### config.mk
export PLATFORM = sky130hd
export DESIGN_NAME = averaged_sensor_seek_controller_top_flat
export DESIGN_NICKNAME = d
export VERILOG_FILES = /design/src/sv/asc_pkg.sv /design/src/sv/asc_sample_if.sv /design/src/sv/asc_result_if.sv /design/src/sv/asc_accum.sv /design/src/sv/asc_seek.sv /design/src/sv/averaged_sensor_seek_controller_top.sv /design/src/flat_wrapper.sv
export VERILOG_INCLUDE_DIRS = /design/src /design/src/sv
export SDC_FILE = /design/constraint.sdc
export NUM_CORES = 2
export LEC_CHECK = 0
export BUFFER_PORTS_ARGS = -buffer_cell sky130_fd_sc_hd__buf_4
export CORE_AREA = 2 2 332 334
export CTS_CLUSTER_DIAMETER = 40
export CTS_CLUSTER_SIZE = 8
export DETAILED_ROUTE_END_ITERATION = 6
export DIE_AREA = 0 0 334 336
export GPL_ROUTABILITY_DRIVEN = 0
export SYNTH_ARGS = -nofsm -noshare
export SYNTH_HDL_FRONTEND = slang
export SYNTH_HIERARCHICAL = 1
export SYNTH_SLANG_ARGS = --single-unit
export TNS_END_PERCENT = 10
### constraint.sdc
create_clock -name clk_i -period 7.57 [get_ports clk_i]
set_input_delay 1.8925 -clock clk_i [delete_from_list [all_inputs] [get_ports clk_i]]
set_output_delay 1.8925 -clock clk_i [all_outputs]
set_load 0.02 [all_outputs]
### src/sv/averaged_sensor_seek_controller_top_assert.svh
// assertion macros shared by the seek controller modules
`ifndef AVERAGED_SENSOR_SEEK_CONTROLLER_TOP_ASSERT_SVH
`define AVERAGED_SENSOR_SEEK_CONTROLLER_TOP_ASSERT_SVH

// plain property, checked out of reset
`define ASC_ASSERT(label, prop, msg) \
  label: assert property (@(posedge clk_i) disable iff (!rst_ni) (prop)) else $error(msg);

// same-cycle implication
`define ASC_ASSERT_IMPLY(label, ante, cons, msg) \
  label: assert property (@(posedge clk_i) disable iff (!rst_ni) \
    (ante) |-> (cons)) else $error(msg);

// next-cycle implication
`define ASC_ASSERT_NEXT(label, ante, cons, msg) \
  label: assert property (@(posedge clk_i) disable iff (!rst_ni) \
    (ante) |=> (cons)) else $error(msg);

`endif

### src/sv/asc_pkg.sv
// types and constants of the averaged sensor seek controller
`default_nettype none

package asc_pkg;

  localparam int unsigned NUM_CH     = 4;
  localparam int unsigned SAMPLE_W   = 12;
  localparam int unsigned AVG_W      = 12;
  localparam int unsigned PINS_W     = 7;
  localparam int unsigned MODE_W     = 2;
  localparam int unsigned TIMER_W    = 16;
  localparam int unsigned LEVEL_W    = 12;
  localparam int unsigned CFG_IDX_W  = 3;
  localparam int unsigned CFG_DATA_W = 16;

  localparam logic [TIMER_W-1:0] SEARCH_SAMPLES_RST = 16'd50;
  localparam logic [LEVEL_W-1:0] APPROACH_MARGIN_RST = 12'd200;
  localparam logic [LEVEL_W-1:0] STOP_THRESHOLD_RST = 12'd950;
  localparam logic [PINS_W-1:0]  TURN_PATTERN_RST = 7'd10;
  localparam logic [PINS_W-1:0]  DRIVE_PATTERN_RST = 7'd6;

  typedef enum logic [MODE_W-1:0] {
    MODE_SEARCH = 2'd0,
    MODE_SPIN   = 2'd1,
    MODE_GO     = 2'd2,
    MODE_DONE   = 2'd3
  } mode_e;

  typedef enum logic [CFG_IDX_W-1:0] {
    CFG_SEARCH_SAMPLES  = 3'd0,
    CFG_APPROACH_MARGIN = 3'd1,
    CFG_STOP_THRESHOLD  = 3'd2,
    CFG_TURN_PATTERN    = 3'd3,
    CFG_DRIVE_PATTERN   = 3'd4
  } cfg_idx_e;

  // accumulator stage status toward the seek stage
  typedef struct packed {
    logic valid;
    logic blk_done;
  } acc_ctl_t;

endpackage

`default_nettype wire

### src/sv/asc_sample_if.sv
// sample channel: four adc samples per item
`default_nettype none

interface asc_sample_if import asc_pkg::*; ();
  logic                valid;
  logic                ready;
  logic [SAMPLE_W-1:0] sample_ch0;
  logic [SAMPLE_W-1:0] sample_ch1;
  logic [SAMPLE_W-1:0] sample_ch2;
  logic [SAMPLE_W-1:0] sample_ch3;

  modport source (
    output valid, sample_ch0, sample_ch1, sample_ch2, sample_ch3,
    input  ready
  );
  modport sink (
    input  valid, sample_ch0, sample_ch1, sample_ch2, sample_ch3,
    output ready
  );
endinterface

`default_nettype wire

### src/sv/asc_result_if.sv
// result channel: motor pins, mode, averages and peak per item
`default_nettype none

interface asc_result_if import asc_pkg::*; ();
  logic              valid;
  logic              ready;
  logic [PINS_W-1:0] motor_pins;
  logic [MODE_W-1:0] mode;
  logic              avg_valid;
  logic [AVG_W-1:0]  avg_ch0;
  logic [AVG_W-1:0]  avg_ch1;
  logic [AVG_W-1:0]  avg_ch2;
  logic [AVG_W-1:0]  avg_ch3;
  logic [AVG_W-1:0]  peak_value;

  modport source (
    output valid, motor_pins, mode, avg_valid, avg_ch0, avg_ch1, avg_ch2, avg_ch3,
           peak_value,
    input  ready
  );
  modport sink (
    input  valid, motor_pins, mode, avg_valid, avg_ch0, avg_ch1, avg_ch2, avg_ch3,
           peak_value,
    output ready
  );
endinterface

`default_nettype wire

### src/sv/asc_accum.sv
// block accumulator: per-channel running sums and block counter
`default_nettype none
`include "averaged_sensor_seek_controller_top_assert.svh"

module asc_accum import asc_pkg::*; #(
  parameter int unsigned BLOCK_LEN   = 10,
  parameter int unsigned SAMPLE_BITS = 12,
  localparam int unsigned EFF_BITS   = (SAMPLE_BITS < SAMPLE_W) ? SAMPLE_BITS : SAMPLE_W,
  localparam int unsigned SUM_W      = EFF_BITS + $clog2(BLOCK_LEN)
) (
  input  wire logic           clk_i,
  input  wire logic           rst_ni,
  asc_sample_if.sink          sample_i,
  input  wire logic           take_i,
  output acc_ctl_t            ctl_o,
  output logic [SUM_W-1:0]    sum_o [NUM_CH]
);

  localparam int unsigned CNT_W = $clog2(BLOCK_LEN);
  localparam logic [CNT_W-1:0] LAST_CNT = CNT_W'(BLOCK_LEN - 1);

  logic [SUM_W-1:0]    sums_q [NUM_CH];
  logic [SUM_W-1:0]    acc_sum [NUM_CH];
  logic [SUM_W-1:0]    s1_sum_q [NUM_CH];
  logic [SAMPLE_W-1:0] smp [NUM_CH];
  logic [CNT_W-1:0]    count_q;
  acc_ctl_t            ctl_q;
  logic                last;
  logic                accept;

  assign smp[0] = sample_i.sample_ch0;
  assign smp[1] = sample_i.sample_ch1;
  assign smp[2] = sample_i.sample_ch2;
  assign smp[3] = sample_i.sample_ch3;

  // samples narrower than the port keep only their low bits
  always_comb begin
    for (int ch = 0; ch < NUM_CH; ch++) begin
      acc_sum[ch] = sums_q[ch] + SUM_W'(smp[ch][EFF_BITS-1:0]);
    end
  end

  assign last           = (count_q == LAST_CNT);
  assign sample_i.ready = !ctl_q.valid || take_i;
  assign accept         = sample_i.valid && sample_i.ready;

  always_ff @(posedge clk_i or negedge rst_ni) begin
    if (!rst_ni) begin
      count_q <= '0;
      for (int ch = 0; ch < NUM_CH; ch++) begin
        sums_q[ch] <= '0;
      end
    end else if (accept) begin
      if (last) begin
        count_q <= '0;
        for (int ch = 0; ch < NUM_CH; ch++) begin
          sums_q[ch] <= '0;
        end
      end else begin
        count_q <= count_q + 1'b1;
        for (int ch = 0; ch < NUM_CH; ch++) begin
          sums_q[ch] <= acc_sum[ch];
        end
      end
    end
  end

  always_ff @(posedge clk_i or negedge rst_ni) begin
    if (!rst_ni) begin
      ctl_q <= '0;
    end else if (accept) begin
      ctl_q.valid    <= 1'b1;
      ctl_q.blk_done <= last;
    end else if (take_i) begin
      ctl_q.valid <= 1'b0;
    end
  end

  always_ff @(posedge clk_i) begin
    if (accept) begin
      for (int ch = 0; ch < NUM_CH; ch++) begin
        s1_sum_q[ch] <= acc_sum[ch];
      end
    end
  end

  assign ctl_o = ctl_q;
  assign sum_o = s1_sum_q;

  `ASC_ASSERT(a_cnt_range, count_q <= LAST_CNT, "block counter out of range")
  `ASC_ASSERT_IMPLY(a_done_cnt_zero, ctl_q.valid && ctl_q.blk_done, count_q == '0,
                    "completed block held while counter not restarted")

endmodule

`default_nettype wire

### src/sv/asc_seek.sv
// averaging, peak tracking, mode machine, config registers and result register
`default_nettype none
`include "averaged_sensor_seek_controller_top_assert.svh"

module asc_seek import asc_pkg::*; #(
  parameter int unsigned BLOCK_LEN   = 10,
  parameter int unsigned SAMPLE_BITS = 12,
  localparam int unsigned EFF_BITS   = (SAMPLE_BITS < SAMPLE_W) ? SAMPLE_BITS : SAMPLE_W,
  localparam int unsigned SUM_W      = EFF_BITS + $clog2(BLOCK_LEN)
) (
  input  wire logic                  clk_i,
  input  wire logic                  rst_ni,
  input  wire acc_ctl_t              ctl_i,
  input  wire logic [SUM_W-1:0]      sum_i [NUM_CH],
  output logic                       take_o,
  input  wire logic                  cfg_we_i,
  input  wire logic [CFG_IDX_W-1:0]  cfg_idx_i,
  input  wire logic [CFG_DATA_W-1:0] cfg_wdata_i,
  asc_result_if.source               result_o
);

  // floor(sum / BLOCK_LEN) as a multiply by a rounded-up reciprocal, exact for sum < 2**SUM_W
  localparam int unsigned SHIFT   = SUM_W + $clog2(BLOCK_LEN);
  localparam int unsigned RECIP_W = SUM_W + 1;
  localparam int unsigned PROD_W  = SUM_W + RECIP_W;
  localparam logic [RECIP_W-1:0] RECIP_C =
    RECIP_W'(((64'd1 << SHIFT) + 64'(BLOCK_LEN) - 64'd1) / 64'(BLOCK_LEN));

  logic [TIMER_W-1:0] search_samples_q;
  logic [LEVEL_W-1:0] approach_margin_q;
  logic [LEVEL_W-1:0] stop_threshold_q;
  logic [PINS_W-1:0]  turn_pattern_q;
  logic [PINS_W-1:0]  drive_pattern_q;

  logic [PROD_W-1:0]  prod [NUM_CH];
  logic [AVG_W-1:0]   avg_q [NUM_CH];
  logic [AVG_W-1:0]   avg_d [NUM_CH];
  logic [AVG_W-1:0]   peak_q, peak_d;
  logic [AVG_W-1:0]   target_q, target_d;
  logic [TIMER_W-1:0] timer_q, timer_d, timer_inc;
  logic signed [AVG_W:0] cur_s, lim_s;
  mode_e              mode_q, mode_d;
  logic [PINS_W-1:0]  pins_d;
  logic               adv;

  logic               res_valid_q;
  logic [PINS_W-1:0]  res_pins_q;
  mode_e              res_mode_q;
  logic               res_avg_valid_q;
  logic [AVG_W-1:0]   res_avg_q [NUM_CH];
  logic [AVG_W-1:0]   res_peak_q;

  assign adv    = ctl_i.valid && (!res_valid_q || result_o.ready);
  assign take_o = adv;

  // configuration registers
  always_ff @(posedge clk_i or negedge rst_ni) begin
    if (!rst_ni) begin
      search_samples_q  <= SEARCH_SAMPLES_RST;
      approach_margin_q <= APPROACH_MARGIN_RST;
      stop_threshold_q  <= STOP_THRESHOLD_RST;
      turn_pattern_q    <= TURN_PATTERN_RST;
      drive_pattern_q   <= DRIVE_PATTERN_RST;
    end else if (cfg_we_i) begin
      unique case (cfg_idx_i)
        CFG_SEARCH_SAMPLES:  search_samples_q  <= cfg_wdata_i[TIMER_W-1:0];
        CFG_APPROACH_MARGIN: approach_margin_q <= cfg_wdata_i[LEVEL_W-1:0];
        CFG_STOP_THRESHOLD:  stop_threshold_q  <= cfg_wdata_i[LEVEL_W-1:0];
        CFG_TURN_PATTERN:    turn_pattern_q    <= cfg_wdata_i[PINS_W-1:0];
        CFG_DRIVE_PATTERN:   drive_pattern_q   <= cfg_wdata_i[PINS_W-1:0];
        default: ;
      endcase
    end
  end

  always_comb begin
    for (int ch = 0; ch < NUM_CH; ch++) begin
      prod[ch]  = PROD_W'(sum_i[ch]) * PROD_W'(RECIP_C);
      avg_d[ch] = ctl_i.blk_done ? AVG_W'(prod[ch][SHIFT +: EFF_BITS]) : avg_q[ch];
    end
  end

  assign peak_d    = (ctl_i.blk_done && (avg_d[1] > peak_q)) ? avg_d[1] : peak_q;
  assign timer_inc = (timer_q != '1) ? timer_q + 1'b1 : timer_q;
  assign cur_s     = $signed({1'b0, avg_d[1]});
  assign lim_s     = $signed({1'b0, target_q}) - $signed({1'b0, approach_margin_q});

  always_comb begin
    mode_d   = mode_q;
    target_d = target_q;
    timer_d  = timer_q;
    unique case (mode_q)
      MODE_SEARCH: begin
        timer_d = timer_inc;
        // a zero length acts as one since the timer is at least one here
        if (timer_inc >= search_samples_q) begin
          target_d = peak_d;
          timer_d  = '0;
          mode_d   = MODE_SPIN;
        end
      end
      MODE_SPIN: begin
        if (cur_s > lim_s) begin
          mode_d = MODE_GO;
        end
      end
      MODE_GO: begin
        if (avg_d[2] > stop_threshold_q) begin
          mode_d = MODE_DONE;
        end
      end
      MODE_DONE: ;
      default: ;
    endcase
    unique case (mode_d)
      MODE_SEARCH, MODE_SPIN: pins_d = turn_pattern_q;
      MODE_GO:                pins_d = drive_pattern_q;
      default:                pins_d = '0;
    endcase
  end

  always_ff @(posedge clk_i or negedge rst_ni) begin
    if (!rst_ni) begin
      mode_q <= MODE_SEARCH;
    end else if (adv) begin
      mode_q <= mode_d;
    end
  end

  always_ff @(posedge clk_i or negedge rst_ni) begin
    if (!rst_ni) begin
      peak_q   <= '0;
      target_q <= '0;
      timer_q  <= '0;
      for (int ch = 0; ch < NUM_CH; ch++) begin
        avg_q[ch] <= '0;
      end
    end else if (adv) begin
      peak_q   <= peak_d;
      target_q <= target_d;
      timer_q  <= timer_d;
      for (int ch = 0; ch < NUM_CH; ch++) begin
        avg_q[ch] <= avg_d[ch];
      end
    end
  end

  // result register
  always_ff @(posedge clk_i or negedge rst_ni) begin
    if (!rst_ni) begin
      res_valid_q <= 1'b0;
    end else if (adv) begin
      res_valid_q <= 1'b1;
    end else if (result_o.ready) begin
      res_valid_q <= 1'b0;
    end
  end

  always_ff @(posedge clk_i) begin
    if (adv) begin
      res_pins_q      <= pins_d;
      res_mode_q      <= mode_d;
      res_avg_valid_q <= ctl_i.blk_done;
      res_peak_q      <= peak_d;
      for (int ch = 0; ch < NUM_CH; ch++) begin
        res_avg_q[ch] <= avg_d[ch];
      end
    end
  end

  assign result_o.valid      = res_valid_q;
  assign result_o.motor_pins = res_pins_q;
  assign result_o.mode       = res_mode_q;
  assign result_o.avg_valid  = res_avg_valid_q;
  assign result_o.avg_ch0    = res_avg_q[0];
  assign result_o.avg_ch1    = res_avg_q[1];
  assign result_o.avg_ch2    = res_avg_q[2];
  assign result_o.avg_ch3    = res_avg_q[3];
  assign result_o.peak_value = res_peak_q;

  `ASC_ASSERT_NEXT(a_done_sticky, mode_q == MODE_DONE, mode_q == MODE_DONE,
                   "done mode left without reset")
  `ASC_ASSERT_NEXT(a_peak_mono, 1'b1, peak_q >= $past(peak_q), "peak decreased")
  `ASC_ASSERT_IMPLY(a_timer_search, mode_q != MODE_SEARCH, timer_q == '0,
                    "search timer running outside search")

endmodule

`default_nettype wire

### src/sv/averaged_sensor_seek_controller_top.sv
// top level of the averaged sensor seek controller
//
// sample_i carries one item per adc sampling event: one 12-bit sample of each of
// four channels. every accepted item yields exactly one item on result_o with the
// motor pin pattern, the mode after this item, a flag for a completed averaging
// block, the four latest block averages and the channel one peak.
// the result passes through the accumulator register, then the result register,
// before it is valid; one item is accepted every cycle while the receiver keeps
// up, each stage being a single add or reciprocal multiply per channel.
// sample_i.ready stays high while the result register is empty or being taken, so
// a result waiting on a stalled receiver still lets one more item into the
// accumulator stage; further items wait until result_o.ready returns.
// cfg_we_i writes register cfg_idx_i (search length, approach margin, stop
// threshold, turn pattern, drive pattern); unknown indexes are ignored. writes
// take effect from the next item and are meant for idle periods.
// reset clears sums, averages, peak, target and timer, enters search mode and
// loads the default register values; nothing is in flight afterwards.
`default_nettype none

module averaged_sensor_seek_controller_top import asc_pkg::*; #(
  parameter int unsigned BLOCK_LEN   = 10,
  parameter int unsigned SAMPLE_BITS = 12
) (
  input  wire logic                  clk_i,
  input  wire logic                  rst_ni,
  asc_sample_if.sink                 sample_i,
  asc_result_if.source               result_o,
  input  wire logic                  cfg_we_i,
  input  wire logic [CFG_IDX_W-1:0]  cfg_idx_i,
  input  wire logic [CFG_DATA_W-1:0] cfg_wdata_i
);

  localparam int unsigned EFF_BITS = (SAMPLE_BITS < SAMPLE_W) ? SAMPLE_BITS : SAMPLE_W;
  localparam int unsigned SUM_W    = EFF_BITS + $clog2(BLOCK_LEN);

  acc_ctl_t         acc_ctl;
  logic [SUM_W-1:0] acc_sum [NUM_CH];
  logic             take;

  asc_accum #(
    .BLOCK_LEN   (BLOCK_LEN),
    .SAMPLE_BITS (SAMPLE_BITS)
  ) u_accum (
    .clk_i    (clk_i),
    .rst_ni   (rst_ni),
    .sample_i (sample_i),
    .take_i   (take),
    .ctl_o    (acc_ctl),
    .sum_o    (acc_sum)
  );

  asc_seek #(
    .BLOCK_LEN   (BLOCK_LEN),
    .SAMPLE_BITS (SAMPLE_BITS)
  ) u_seek (
    .clk_i       (clk_i),
    .rst_ni      (rst_ni),
    .ctl_i       (acc_ctl),
    .sum_i       (acc_sum),
    .take_o      (take),
    .cfg_we_i    (cfg_we_i),
    .cfg_idx_i   (cfg_idx_i),
    .cfg_wdata_i (cfg_wdata_i),
    .result_o    (result_o)
  );

endmodule

`default_nettype wire

### src/flat_wrapper.sv
// flat-port wrapper written by rule: the top's interface ports become plain ports
module averaged_sensor_seek_controller_top_flat import asc_pkg::*;
#(
  parameter int unsigned BLOCK_LEN   = 10,
  parameter int unsigned SAMPLE_BITS = 12
)
  (clk_i, rst_ni, cfg_we_i, cfg_idx_i, cfg_wdata_i, sample_i_valid, sample_i_sample_ch0, sample_i_sample_ch1, sample_i_sample_ch2, sample_i_sample_ch3, sample_i_ready, result_o_valid, result_o_motor_pins, result_o_mode, result_o_avg_valid, result_o_avg_ch0, result_o_avg_ch1, result_o_avg_ch2, result_o_avg_ch3, result_o_peak_value, result_o_ready);
  asc_sample_if sample_i_i ();
  asc_result_if result_o_i ();
  input  wire logic clk_i;
  input  wire logic rst_ni;
  input  wire logic cfg_we_i;
  input  wire logic [CFG_IDX_W-1:0] cfg_idx_i;
  input  wire logic [CFG_DATA_W-1:0] cfg_wdata_i;
  input wire logic [$bits(sample_i_i.valid)-1:0] sample_i_valid;
  input wire logic [$bits(sample_i_i.sample_ch0)-1:0] sample_i_sample_ch0;
  input wire logic [$bits(sample_i_i.sample_ch1)-1:0] sample_i_sample_ch1;
  input wire logic [$bits(sample_i_i.sample_ch2)-1:0] sample_i_sample_ch2;
  input wire logic [$bits(sample_i_i.sample_ch3)-1:0] sample_i_sample_ch3;
  output wire logic [$bits(sample_i_i.ready)-1:0] sample_i_ready;
  output wire logic [$bits(result_o_i.valid)-1:0] result_o_valid;
  output wire logic [$bits(result_o_i.motor_pins)-1:0] result_o_motor_pins;
  output wire logic [$bits(result_o_i.mode)-1:0] result_o_mode;
  output wire logic [$bits(result_o_i.avg_valid)-1:0] result_o_avg_valid;
  output wire logic [$bits(result_o_i.avg_ch0)-1:0] result_o_avg_ch0;
  output wire logic [$bits(result_o_i.avg_ch1)-1:0] result_o_avg_ch1;
  output wire logic [$bits(result_o_i.avg_ch2)-1:0] result_o_avg_ch2;
  output wire logic [$bits(result_o_i.avg_ch3)-1:0] result_o_avg_ch3;
  output wire logic [$bits(result_o_i.peak_value)-1:0] result_o_peak_value;
  input wire logic [$bits(result_o_i.ready)-1:0] result_o_ready;
  assign sample_i_i.valid = sample_i_valid;
  assign sample_i_i.sample_ch0 = sample_i_sample_ch0;
  assign sample_i_i.sample_ch1 = sample_i_sample_ch1;
  assign sample_i_i.sample_ch2 = sample_i_sample_ch2;
  assign sample_i_i.sample_ch3 = sample_i_sample_ch3;
  assign sample_i_ready = sample_i_i.ready;
  assign result_o_valid = result_o_i.valid;
  assign result_o_motor_pins = result_o_i.motor_pins;
  assign result_o_mode = result_o_i.mode;
  assign result_o_avg_valid = result_o_i.avg_valid;
  assign result_o_avg_ch0 = result_o_i.avg_ch0;
  assign result_o_avg_ch1 = result_o_i.avg_ch1;
  assign result_o_avg_ch2 = result_o_i.avg_ch2;
  assign result_o_avg_ch3 = result_o_i.avg_ch3;
  assign result_o_peak_value = result_o_i.peak_value;
  assign result_o_i.ready = result_o_ready;
  averaged_sensor_seek_controller_top #(.BLOCK_LEN(BLOCK_LEN), .SAMPLE_BITS(SAMPLE_BITS)) u_core (.clk_i(clk_i), .rst_ni(rst_ni), .sample_i(sample_i_i), .result_o(result_o_i), .cfg_we_i(cfg_we_i), .cfg_idx_i(cfg_idx_i), .cfg_wdata_i(cfg_wdata_i));
endmodule
# Yosys cells after proc, flatten, opt, wreduce, memory -nomap -nowiden
# Memory sizes are Yosys's and may differ from the RTL's.
# Cells that the tools add are included.
# op_classes
add_sub_neg	7
mul	4
magnitude_cmp	4
eq_ne	10
n_mux	20
reduce_logical	20
# op_table
op	n
multiplier 16 x 16 -> 31 bit, second input constant	4
adder 16 x 12 -> 16 bit	4
two-way mux 64 bit	1
two-way mux 12 bit	5
two-way mux 16 bit	2
greater-than comparator 12 bit	2
adder 16 x 1 -> 16 bit, second input constant	1
>= comparator 16 bit	1
!= test 16 bit, second input constant	1
one-hot mux 7 bit (2 select lines)	1
greater-than comparator 13 bit	1
subtractor 12 x 12 -> 13 bit	1
AND reduction 2 bit	6
equality test 3 x 2 -> 1 bit, second input constant	2
two-way mux 1 bit	6
two-way mux 2 bit	3
one-hot mux 2 bit (3 select lines)	1
adder 4 x 1 -> 4 bit, second input constant	1
equality test 2 x 1 -> 1 bit, second input constant	2
equality test 2 bit, second input constant	2
equality test 4 bit, second input constant	1
zero test 2 bit	2
two-way mux 4 bit	1
nonzero test 2 bit	2
other kinds (8)	12
# word_totals
ff_bits	301
mem_bits_rw	48
inputBits	72
out_inout_bits	72
wordCells	95
mem_count	1
# memory_table
memory	words	width	rd	rd_ports_with_merged_regs	wr	line_no	source
u_core.u_seek.res_avg_q	4	12	4	0	4	asc_seek.sv:50	logic [AVG_W-1:0] res_avg_q [NUM_CH];

# Depth between registers and ports, before layout
# logic_depth
ltp_word	8
depth_mapped	34
mapped_depth_nobuf	34

# Cells and area by module
# Netlist, hierarchy kept.
# by_module_without_submodules
mod	n_inst	cells_each	area_per_inst_um2	seq_area_each_um2
asc_seek	1	2663	27609.0	5751.8
asc_accum	1	595	6936.7	3673.5

# Worst setup path after synthesis
# No wires, ideal clock.
# synth_timing
path_kind	input to register
startpoint	input port result_o_ready
endpoint	register u_core.u_accum.s1_sum_q, in the netlist u_core/u_accum/sum_o[0], enable pin
setup_time_ns	0.453
arrival_ns	7.196
required_ns	7.117
slack_ns	-0.079
path_stages	9
path_buffers	3
cell_sequence	nand2b_1 > nand2_1 > inv_2 > buf_1 > nand2b_1 > nand2_1 > inv_1 > clkbuf_1 > buf_1
# synth_between
elab_chain_len	4
# synth_rtl
item	line_no	source
start: declaration	flat_wrapper.sv:30	input wire logic [$bits(result_o_i.ready)-1:0] result_o_ready;
logical OR 1 bit	asc_seek.sv:53	assign adv = ctl_i.valid && (!res_valid_q || result_o.ready);
logical AND 1 bit	asc_seek.sv:53	
net u_core.take	averaged_sensor_seek_controller_top.sv:38	logic take;
logical OR 1 bit	asc_accum.sv:44	assign sample_i.ready = !ctl_q.valid || take_i;
net sample_i_ready	flat_wrapper.sv:20	output wire logic [$bits(sample_i_i.ready)-1:0] sample_i_ready;
logical AND 1 bit	asc_accum.sv:45	assign accept = sample_i.valid && sample_i.ready;
net u_core.u_accum.accept	asc_accum.sv:29	logic accept;
end signal: indexed assignment	asc_accum.sv:82	s1_sum_q[ch] <= acc_sum[ch];
end: declaration	asc_accum.sv:24	logic [SUM_W-1:0] s1_sum_q [NUM_CH];
# The timed path passes the listed nets, and every way through them passes these cells.
# A chain may end at the register's enable or synchronous reset.

==> results.sh <==
export IMPL_outcome="finished clean"
export IMPL_synth_distinct_cells=87
export IMPL_die_y_um=336
export IMPL_syn_area_sq_um=34500
export IMPL_cp_end_kind="flip-flop"
export IMPL_ios=144
export IMPL_ys_flop_type="dfrtp_1"
export IMPL_drt_wl_total_mm=84.6
export IMPL_drc=0
export IMPL_core_area_sq_um=108000
export IMPL_cp_num_buf_inv=4
export IMPL_via_count=23800
export IMPL_layout_commonest_cell="inv_1"
export IMPL_grt_pass1_wl_mm=137
export IMPL_max_cap_viol_count=0
export IMPL_crit_path_max_incr_delay_ns=0.55
export IMPL_drive_gt1_share_pct=15.9
export IMPL_fmax_mhz=134
export IMPL_rows=121
export IMPL_hold_depth=2
export IMPL_synth_edf_count=134
export IMPL_cts_max_path_buffers=3
export IMPL_drt_pass1_iterations=5
export IMPL_finClkSkew_ns=0.0222
export IMPL_clk_latency_ns=0.63
export IMPL_antenna_found_initial=9
export IMPL_nNetsFinal=4555
export IMPL_path_delay_family="adder cells"
export IMPL_setup_viol=0
export IMPL_tightest_slew_ns=1.07
export IMPL_hp_class="flip-flop to flip-flop"
export IMPL_placed_cells=4883
export IMPL_h_tree_depth=2
export IMPL_die_area_sq_um=112000
export IMPL_synth_cells=3258
export IMPL_avgSynthCellArea_sq_um=10.6
export IMPL_detail_route_antenna_nets=0
export IMPL_viasPerCell=4.74
export IMPL_first_global_vias=24800
export IMPL_required_ns=8.11
export IMPL_io_buffer_count=143
export IMPL_relSlewSlack_pct=28.7
export IMPL_rsz0062_at_grt="yes"
export IMPL_grt_ovfl_total=0
export IMPL_die_w_um=334
export IMPL_clock_root_buffer="clkbuf_16"
export IMPL_grt_max_degree=118
export IMPL_cts_made_buffers=61
export IMPL_r2r_cells=28
export IMPL_cts_sinks=349
export IMPL_report_final_slew_viol_count=0
export IMPL_seq_area_frac_synth_pct=27.3
export IMPL_final_hold_viol_count=0
export IMPL_post_route_period_util_pct=98.3
export IMPL_slowest_stage="fa_1"
export IMPL_worst_path_max_fanout=4
export IMPL_hpwl_mm=68.2
export IMPL_ys_warn_count=6
export IMPL_stdcell_count=5016
export IMPL_async_reset_ff_share_pct=61.6
export IMPL_start_kind="flip-flop"
export IMPL_ys_ff_latch=349
export IMPL_drt_iter0_drc=1260
export IMPL_crit_type="flip-flop to flip-flop"
export IMPL_crit_cells=28
export IMPL_clk_pin_slew_worst_paths_ns=0.05
export IMPL_tritoncts="done"
export IMPL_tns_ns=0
export IMPL_ctsHoldBuffers=0
export IMPL_finalCriticalPeriod_ns=7.44
export IMPL_routedWlPerCell_um=16.9
export IMPL_grtUsageTotal_pct=15.4
export IMPL_synth_nets=4267
export IMPL_layout_common_cells="inv_1, ha_1, fa_1"
export IMPL_area_delta_synth_final_pct=17.5
export IMPL_cp_arrival_ns=7.98
export IMPL_initial_utilization_pct=31.9
[logic make-up after synthesis]
group	count (synthesis)	synth area share, %
and+or+nand+nor	494	6.89
xor gates and xnor gates	138	3.50
muxes	103	3.38
DFF	349	27.3
buffers and inverters	707	7.72
AOI/OAI and AO/OA	528	10.1
adders and majority gates	939	41.1
[repair_timing]
action                                  in CTS  in global routing
endpoints found under the setup margin      37                 47
gates resized for setup                     17                 46
buffers inserted                             7                  7
pin swaps                                   11                 21
[path summary, 6_finish.rpt]
path	start	to	slack [ns]
max	u_core/u_accum/sum_o[27]	u_core/u_seek/mode_q[0]	0.13
min	u_core/u_accum/sums_q[2]	u_core/u_accum/sums_q[2]	0.47
max reg2reg	u_core/u_accum/sum_o[27]	u_core/u_seek/mode_q[0]	0.13
min reg2reg	u_core/u_accum/sums_q[2]	u_core/u_accum/sums_q[2]	0.47
max in group asynchronous	rst_ni	u_core/u_accum/ctl_o[0]	5.01
min in group asynchronous	rst_ni	u_core/u_seek/search_samples_q[6]	1.36
[Yosys cell counts (23+ instances only)]
library cell	instances	area (sq um)
inv_1	655	2460
ha_1	609	7620
fa_1	328	6570
nand2_1	207	777
dfrtp_1	198	4950
edfxtp_1	134	4020
o21ai_0	127	636
a21oi_1	125	626
mux2_2	98	1100
xnor2_1	93	815
nor2_1	73	274
a21o_1	58	435
a22o_1	47	412
xor2_1	45	394
nand3_1	41	205
clkbuf_1	38	143
nor3_1	32	160
nand4_1	23	144
o21a_1	23	173
[routing by layer]
metal,track usage (%),wire (um),vias up
li1,-,-,11600
met1,21.7,40100,11700
met3,2.99,4490,107
met4,2.98,1460,12
met5,0,83,-
met2,24.8,38500,419
[tightest hold or removal path, cell delays in order, from the launching register on]
cell and delay (ns):
dfrtp_1 0.34, nand2_1 0.05, nand2_1 0.05
[sequential cells by signal, indices dropped and copies added, names as in the netlist]
name	count
u_core/u_seek/res_avg_q	48
u_core/u_seek/result_o.valid	1
u_core/u_seek/drive_pattern_q	7
u_core/u_accum/ctl_o	2
u_core/u_accum/sums_q	64
u_core/u_accum/count_q	4
u_core/u_seek/timer_q	16
u_core/u_seek/avg_q	48
u_core/u_seek/mode_q	2
u_core/u_seek/turn_pattern_q	7
u_core/u_seek/approach_margin_q	12
u_core/u_seek/search_samples_q	16
u_core/u_seek/target_q	12
u_core/u_seek/result_o.avg_valid	1
u_core/u_seek/result_o.peak_value	12
u_core/u_seek/result_o.mode	2
u_core/u_seek/result_o.motor_pins	7
u_core/u_seek/peak_q	12
u_core/u_accum/sum_o	64
u_core/u_seek/stop_threshold_q	12
[area by class of cell]
| cell class | instances | area, sq um |
|---|---|---|
| Antenna cell | 3 | 7.51 |
| Clock buffer | 98 | 1810 |
| Clock inverter | 18 | 191 |
| Fill cell | 10600 | 67800 |
| Inverter | 656 | 2470 |
| Multi-Input combinational cell | 2202 | 22800 |
| Sequential cell | 349 | 9430 |
| Tap cell | 1414 | 1770 |
| Timing Repair Buffer | 276 | 2100 |
[per-stage QoR]
stage / setup slack (ns) / instance area (sq um) / hold WS (ns) / util, %
6_report: 0.128 / 40600 / 0.468 / 37.4
5_1_grt: -0.260 / 40600 / 0.492 / 37.4
4_1_cts: 0.00260 / 40300 / 0.471 / 37.2
3_5_place_dp: -0.454 / 38200 / 0.459 / 35.2
3_3_place_gp: -0.278 / 38200 / 0.453 / 35.2
2_1_floorplan: 0.0150 / 34600 / 0.438 / -
Power is left out: the tool's default activity adds up to more than one toggle a clock period on the data nets, which glitch-free logic cannot reach.
